[config.mk]
export PLATFORM = sky130hd
export DESIGN_NAME = two_class_priority_stack_core
export DESIGN_NICKNAME = d
export VERILOG_FILES = /design/src/hdl/tpstk_pkg.sv /design/src/hdl/tpstk_cell.sv /design/src/hdl/two_class_priority_stack_core.sv
export SDC_FILE = /design/constraint.sdc
export NUM_CORES = 1
export LEC_CHECK = 0
export BUFFER_PORTS_ARGS = -buffer_cell sky130_fd_sc_hd__buf_2
export CORE_AREA = 2 2 136 270
export DETAILED_ROUTE_END_ITERATION = 16
export DIE_AREA = 0 0 138 272
export HOLD_SLACK_MARGIN = 0.15
export PLACE_DENSITY = 0.86
export RECOVER_POWER = 100
export SLEW_MARGIN = 10
export SYNTH_ARGS = -nofsm -noshare
export SYNTH_HDL_FRONTEND = slang
export SYNTH_HIERARCHICAL = 1
export SYNTH_SLANG_ARGS = --single-unit
[constraint.sdc]
create_clock -name aclk -period 22 [get_ports aclk]
set_input_delay 4.4 -clock aclk [delete_from_list [all_inputs] [get_ports aclk]]
set_output_delay 4.4 -clock aclk [all_outputs]
set_load 0.01 [all_outputs]
[src/hdl/tpstk_pkg.sv]
// ----------------------------------------------------------------------------
// tpstk_pkg: shared definitions of the two-class priority stack
// Operation and status codes, and the control word that the core broadcasts
// to every cell of the stack.
// ----------------------------------------------------------------------------
package tpstk_pkg;

    localparam logic [1:0] OP_PUSH          = 2'd0;
    localparam logic [1:0] OP_PRIORITY_PUSH = 2'd1;
    localparam logic [1:0] OP_POP           = 2'd2;

    localparam logic [1:0] ST_OK         = 2'd0;
    localparam logic [1:0] ST_POP_EMPTY  = 2'd1;
    localparam logic [1:0] ST_PUSH_FULL  = 2'd2;

    typedef enum logic [1:0] {
        CELL_HOLD,
        CELL_PUSH,
        CELL_INSERT,
        CELL_POP
    } cell_mode_t;

    typedef struct packed {
        cell_mode_t mode;
        logic       new_pri;
    } cell_ctrl_t;

endpackage

[src/hdl/tpstk_cell.sv]
// ----------------------------------------------------------------------------
// tpstk_cell: one slot of the stack
// Holds one entry, its class bit and an occupancy bit, and exchanges them
// with the slots above and below. Slot 0 is the top of the stack.
// ----------------------------------------------------------------------------
module tpstk_cell
    import tpstk_pkg::*;
#(
    parameter int ENTRY_WIDTH = 16
) (
    input  logic                   aclk,
    input  logic                   aresetn,
    input  cell_ctrl_t             ctrl,
    input  logic [ENTRY_WIDTH-1:0] new_entry,
    input  logic [ENTRY_WIDTH-1:0] above_entry,
    input  logic                   above_pri,
    input  logic                   above_occ,
    input  logic [ENTRY_WIDTH-1:0] below_entry,
    input  logic                   below_pri,
    input  logic                   below_occ,
    input  logic                   run_in,
    output logic                   run_out,
    output logic [ENTRY_WIDTH-1:0] entry_q,
    output logic                   pri_q,
    output logic                   occ_q,
    output logic [ENTRY_WIDTH-1:0] entry_d,
    output logic                   pri_d
);

    logic [ENTRY_WIDTH-1:0] entry_reg;
    logic [ENTRY_WIDTH-1:0] entry_next;
    logic                   pri_reg;
    logic                   pri_next;
    logic                   occ_reg;
    logic                   occ_next;
    logic                   in_run;

    assign in_run  = occ_reg & pri_reg;
    assign run_out = run_in & in_run;

    always_comb begin
        entry_next = entry_reg;
        pri_next   = pri_reg;
        occ_next   = occ_reg;
        case (ctrl.mode)
            CELL_HOLD: begin
            end
            CELL_PUSH: begin
                entry_next = above_entry;
                pri_next   = above_pri;
                occ_next   = above_occ;
            end
            CELL_INSERT: begin
                if (run_in && in_run) begin
                    entry_next = entry_reg;
                end else if (run_in) begin
                    entry_next = new_entry;
                    pri_next   = ctrl.new_pri;
                    occ_next   = 1'b1;
                end else begin
                    entry_next = above_entry;
                    pri_next   = above_pri;
                    occ_next   = above_occ;
                end
            end
            CELL_POP: begin
                entry_next = below_entry;
                pri_next   = below_pri;
                occ_next   = below_occ;
            end
            default: begin
            end
        endcase
    end

    always_ff @(posedge aclk) begin
        entry_reg <= entry_next;
        pri_reg   <= pri_next;
        if (!aresetn) begin
            occ_reg <= 1'b0;
        end else begin
            occ_reg <= occ_next;
        end
    end

    assign entry_q = entry_reg;
    assign pri_q   = pri_reg;
    assign occ_q   = occ_reg;
    assign entry_d = entry_next;
    assign pri_d   = pri_next;

endmodule

[src/hdl/two_class_priority_stack_core.sv]
// ----------------------------------------------------------------------------
// two_class_priority_stack_core: bounded LIFO with two priority classes
// Usage:
//   Items arrive on the s_ channel. tdata holds the operation (plain push,
//   priority push, pop) and the identifier; tuser holds the class bit. A
//   priority push of an ordinary entry lands directly below the run of
//   priority entries at the top; every other push lands on top.
//   Each item yields one result item on the m_ channel with the top entry,
//   its class (in tuser), the empty flag, the entry count and a status.
//   The stack is a row of DEPTH identical cells; the insert position is
//   found by a ripple through the cells and all cells shift in the same
//   cycle, so one item is taken per cycle while the receiver keeps up,
//   and its result is presented in the cycle after acceptance.
//   An item is taken while the output register is empty or being emptied,
//   so a stalled receiver holds the input side after one waiting result.
//   After reset the stack is empty and no result is pending.
// ----------------------------------------------------------------------------
module two_class_priority_stack_core
    import tpstk_pkg::*;
#(
    parameter int DEPTH       = 16,
    parameter int ENTRY_WIDTH = 16
) (
    input  logic        aclk,
    input  logic        aresetn,
    input  logic        s_tvalid,
    output logic        s_tready,
    input  logic [23:0] s_tdata,   // func [1:0], entry_id [17:2], zero [23:18]
    input  logic        s_tuser,   // is_priority [0]
    output logic        m_tvalid,
    input  logic        m_tready,
    output logic [23:0] m_tdata,   // top_entry [15:0], is_empty [16],
                                   // entry_count [21:17], status [23:22]
    output logic        m_tuser    // top_is_priority [0]
);

    localparam int CW = $clog2(DEPTH + 1);
    localparam logic [CW-1:0] FULL_CNT = CW'(DEPTH);

    logic [1:0]              in_func;
    logic [15:0]             in_id;
    logic [ENTRY_WIDTH+15:0] id_ext;
    logic [ENTRY_WIDTH-1:0]  new_entry;
    logic                    accept;

    logic [CW-1:0] cnt_reg;
    logic [CW-1:0] cnt_next;
    cell_mode_t    mode;
    logic [1:0]    status;
    cell_ctrl_t    ctrl;

    logic [ENTRY_WIDTH-1:0] cell_entry   [DEPTH];
    logic                   cell_pri     [DEPTH];
    logic                   cell_occ     [DEPTH];
    logic [ENTRY_WIDTH-1:0] cell_entry_d [DEPTH];
    logic                   cell_pri_d   [DEPTH];
    logic                   run          [DEPTH+1];
    logic [ENTRY_WIDTH-1:0] top_entry_d;
    logic                   top_pri_d;

    logic [ENTRY_WIDTH+15:0] top_ext;
    logic [CW+4:0]           cnt_ext;

    logic        m_valid_reg;
    logic [15:0] m_entry_reg;
    logic        m_pri_reg;
    logic        m_empty_reg;
    logic [4:0]  m_count_reg;
    logic [1:0]  m_status_reg;

    assign in_func   = s_tdata[1:0];
    assign in_id     = s_tdata[17:2];
    assign id_ext    = {{ENTRY_WIDTH{1'b0}}, in_id};
    assign new_entry = id_ext[ENTRY_WIDTH-1:0];

    assign s_tready = !m_valid_reg || m_tready;
    assign accept   = s_tvalid && s_tready;

    always_comb begin
        mode     = CELL_HOLD;
        status   = ST_OK;
        cnt_next = cnt_reg;
        case (in_func)
            OP_PUSH, OP_PRIORITY_PUSH: begin
                if (cnt_reg == FULL_CNT) begin
                    status = ST_PUSH_FULL;
                end else begin
                    cnt_next = cnt_reg + CW'(1);
                    if (in_func == OP_PRIORITY_PUSH && !s_tuser) begin
                        mode = CELL_INSERT;
                    end else begin
                        mode = CELL_PUSH;
                    end
                end
            end
            OP_POP: begin
                if (cnt_reg == '0) begin
                    status = ST_POP_EMPTY;
                end else begin
                    cnt_next = cnt_reg - CW'(1);
                    mode     = CELL_POP;
                end
            end
            default: begin
            end
        endcase
        ctrl.mode    = accept ? mode : CELL_HOLD;
        ctrl.new_pri = s_tuser;
    end

    assign run[0] = 1'b1;

    for (genvar i = 0; i < DEPTH; i++) begin : g_cell
        logic [ENTRY_WIDTH-1:0] above_entry;
        logic                   above_pri;
        logic                   above_occ;
        logic [ENTRY_WIDTH-1:0] below_entry;
        logic                   below_pri;
        logic                   below_occ;

        if (i == 0) begin : g_top
            assign above_entry = new_entry;
            assign above_pri   = s_tuser;
            assign above_occ   = 1'b1;
            assign top_entry_d = cell_entry_d[i];
            assign top_pri_d   = cell_pri_d[i];
        end else begin : g_mid
            assign above_entry = cell_entry[i-1];
            assign above_pri   = cell_pri[i-1];
            assign above_occ   = cell_occ[i-1];
        end

        if (i == DEPTH - 1) begin : g_bottom
            assign below_entry = '0;
            assign below_pri   = 1'b0;
            assign below_occ   = 1'b0;
        end else begin : g_upper
            assign below_entry = cell_entry[i+1];
            assign below_pri   = cell_pri[i+1];
            assign below_occ   = cell_occ[i+1];
        end

        tpstk_cell #(
            .ENTRY_WIDTH (ENTRY_WIDTH)
        ) u_cell (
            .aclk        (aclk),
            .aresetn     (aresetn),
            .ctrl        (ctrl),
            .new_entry   (new_entry),
            .above_entry (above_entry),
            .above_pri   (above_pri),
            .above_occ   (above_occ),
            .below_entry (below_entry),
            .below_pri   (below_pri),
            .below_occ   (below_occ),
            .run_in      (run[i]),
            .run_out     (run[i+1]),
            .entry_q     (cell_entry[i]),
            .pri_q       (cell_pri[i]),
            .occ_q       (cell_occ[i]),
            .entry_d     (cell_entry_d[i]),
            .pri_d       (cell_pri_d[i])
        );
    end

    assign top_ext = {16'b0, top_entry_d};
    assign cnt_ext = {5'b0, cnt_next};

    always_ff @(posedge aclk) begin
        if (!aresetn) begin
            cnt_reg     <= '0;
            m_valid_reg <= 1'b0;
        end else begin
            if (accept) begin
                cnt_reg     <= cnt_next;
                m_valid_reg <= 1'b1;
            end else if (m_tready) begin
                m_valid_reg <= 1'b0;
            end
        end
        if (accept) begin
            m_status_reg <= status;
            m_count_reg  <= cnt_ext[4:0];
            if (cnt_next == '0) begin
                m_entry_reg <= '0;
                m_pri_reg   <= 1'b0;
                m_empty_reg <= 1'b1;
            end else begin
                m_entry_reg <= top_ext[15:0];
                m_pri_reg   <= top_pri_d;
                m_empty_reg <= 1'b0;
            end
        end
    end

    assign m_tvalid = m_valid_reg;
    assign m_tdata  = {m_status_reg, m_count_reg, m_empty_reg, m_entry_reg};
    assign m_tuser  = m_pri_reg;

endmodule

==> metrics.md <==
| Metric | Value |
|---|---|
| Setup TNS | `0 ns` |
| WP data required | `22.44 ns` |
| Nets | `2,457` |
| Setup Skew | `0.0187 ns` |
| Crit share post-route | `between 80 and 90%` |
| Initial antenna violation count | `4` |
| IO Pins | `56` |
| Syn_area_per_cell | `8.99 um2` |
| GP Congestion | `0.880` |
| Hold_buf cts | `0` |
| Clock tree sinks | `around 320` |
| Die W | `138 um` |
| Number of flip-flops in the largest register | `256` |
| Slew headroom | `-391%` |
| Fmax | `between 0.05 and 0.06 GHz` |
| Global-route wire length before repair | `99,400 um` |
| DR vias | `20,100` |
| Post-cts resize count | `0` |
| Cell count of the worst reg-to-reg path | `18` |
| ANT cells | `0` |
| Status | `complete, but fails checks` |
| Core Area | `0.0356 mm2` |
| Final Instance Count excl. Fillers | `between 2,000 and 3,000` |
| Drt first pass iters | `5` |
| Setup slack after layout | `3.91 ns` |
| Tightest Pin Transition | `7.36 ns` |
| Count of mapped cells out of synthesis | `2,534` |
| Wire per inst | `~21 um` |
| Static leakage | `8.02 nW` |
| Ys Warns | `6` |
| Root buffer cell | `clkbuf_16` |
| Layout cells sized above 1 | `20.8%` |
| Violations in the final reports | `max-capacitance violations, max-slew violations` |
| CTS clock-pin slew for the worst setup and hold paths | `approximately 0.07 ns` |
| Largest net degree at the start of global routing | `232` |
| Synth Cell Area | `0.0228 mm2` |
| Worst setup EP type | `flip-flop` |
| Worst hold stages | `2` |
| Max-cap violations | `8` |
| CTS tree | `done` |
| Gr usage total | `31.0%` |
| # placed instances | `2,845` |
| Buffer depth of the longest clock path | `3` |
| Crit path DAT | `roughly 19 ns` |
| DP HPWL | `41,800 um` |
| Row count | `98` |
| Starting density of the core | `64.1%` |
| # Post-CTS Setup Buffers | `0` |
| Worst hold slack | `0.498 ns` |
| RSZ-0062 raised after global routing | `false` |
| Vias in the first global route | `20,200` |
| Routed WL | `60,900 um` |
| H-tree depth | `1` |
| Total CTS buffers | `29` |
| Peak VDD IR | `0.0792 mV` |
| CP Launch Type | `input port` |
| Antenna-violating nets left | `0` |
| Residual DRC | `0` |
| Hold Crit Class | `flip-flop to flip-flop` |
| Area Growth Syn to Fin | `1.10%` |
| Critical path fanouts, max | `161` |
| Drt initial violations | `roughly 1,800` |
| Fin. Hold Viols | `0` |
| Final Slew Violations | `728` |
| Total gr overflow | `0` |
| Clk Latency, worst-skew pair | `0.58 ns` |
| Fin crit period | `18.09 ns` |
| # setup viols final | `0` |
| PortBufs | `49` |
| Critical path type | `input port to flip-flop` |
| Die H | `roughly 270 um` |
| Drt via density | `slightly below 7` |
| Placement Setup Slack | `4.75 ns` |
| Power Dens Cells | `84.3 mW/mm2` |
| Die Area | `0.0375 mm2` |
==> report_power, final <==
part	switching (mW)	internal (mW)
Combinational	0.273	0.302
Clock	0.235	0.278
Sequential	0.137	0.717
Total	0.645	1.30
==> stage by stage <==
step	total power [mW]	util, %	cell area [um2]
global route	2.05	64.8	23000
CTS	1.93	65.3	23200
finish	1.94	64.8	23000
global placement	1.37	62.7	22300
floorplan	1.30	-	22900
detailed placement	1.42	62.7	22300
==> layout by cell type (no fill, tap or decap), types with 3 or more instances in the layout <==
master     instances
o211ai_2          10
o21ai_1           11
and3_1            15
nand2b_1          20
conb_1            23
clkbuf_1          44
a21boi_2          16
nor2_1            38
a21oi_1           35
nand2_2            6
a31oi_1          144
o221ai_1          16
nand3_1           66
and4b_1           16
a41oi_1           14
clkbuf_8           7
o22ai_1          112
a2111oi_2        112
o31ai_2           16
o211ai_1         153
o21a_1            16
nor2b_1          372
nand2_1          222
dfxtp_1          294
clkinv_2           7
mux2_2           256
a41oi_2            3
edfxtp_1          25
clkbuf_16         29
o21ai_0          248
mux4_2            16
buf_2             20
inv_1             28
==> final timing paths <==
kind	endpoint	from	slack (ns)
max	g_cell[7].u_cell/entry_q[5]	s_tdata[1]	3.91
min	g_cell[15].u_cell/entry_q[15]	g_cell[15].u_cell/entry_q[15]	0.50
max reg2reg	g_cell[15].u_cell/occ_q	g_cell[0].u_cell/pri_q	4.00
min reg2reg	g_cell[15].u_cell/entry_q[15]	g_cell[15].u_cell/entry_q[15]	0.50
==> area by class of cell <==
type | instances | area [um2]
timing repair buffer | 60 | 274
inverter | 28 | 105
sequential | 319 | 6640
clock inverter | 8 | 65.1
clock buffer | 44 | 853
tap | 450 | 563
fill | 2860 | 12500
multi-input combinational | 1988 | 14500
==> worst max-delay path: stages <==
cell      delay (ns)
clkbuf_1        0.33
nor2b_1         0.30
a22oi_1         0.21
nor3_2          0.20
clkbuf_1        5.11
clkbuf_1        2.56
clkbuf_1        3.42
nand2_1         1.12
o22ai_1         0.47
o21ai_0         0.19
==> routing by layer <==
metal,up-vias,global-route usage (%),routed length [um]
met4,0,21.9,3590
met3,270,2.60,2210
li1,9351,-,-
met5,-,0,0
met2,752,58.6,33800
met1,9744,31.9,21300
Note: power is estimated with default switching activity, not from simulation.
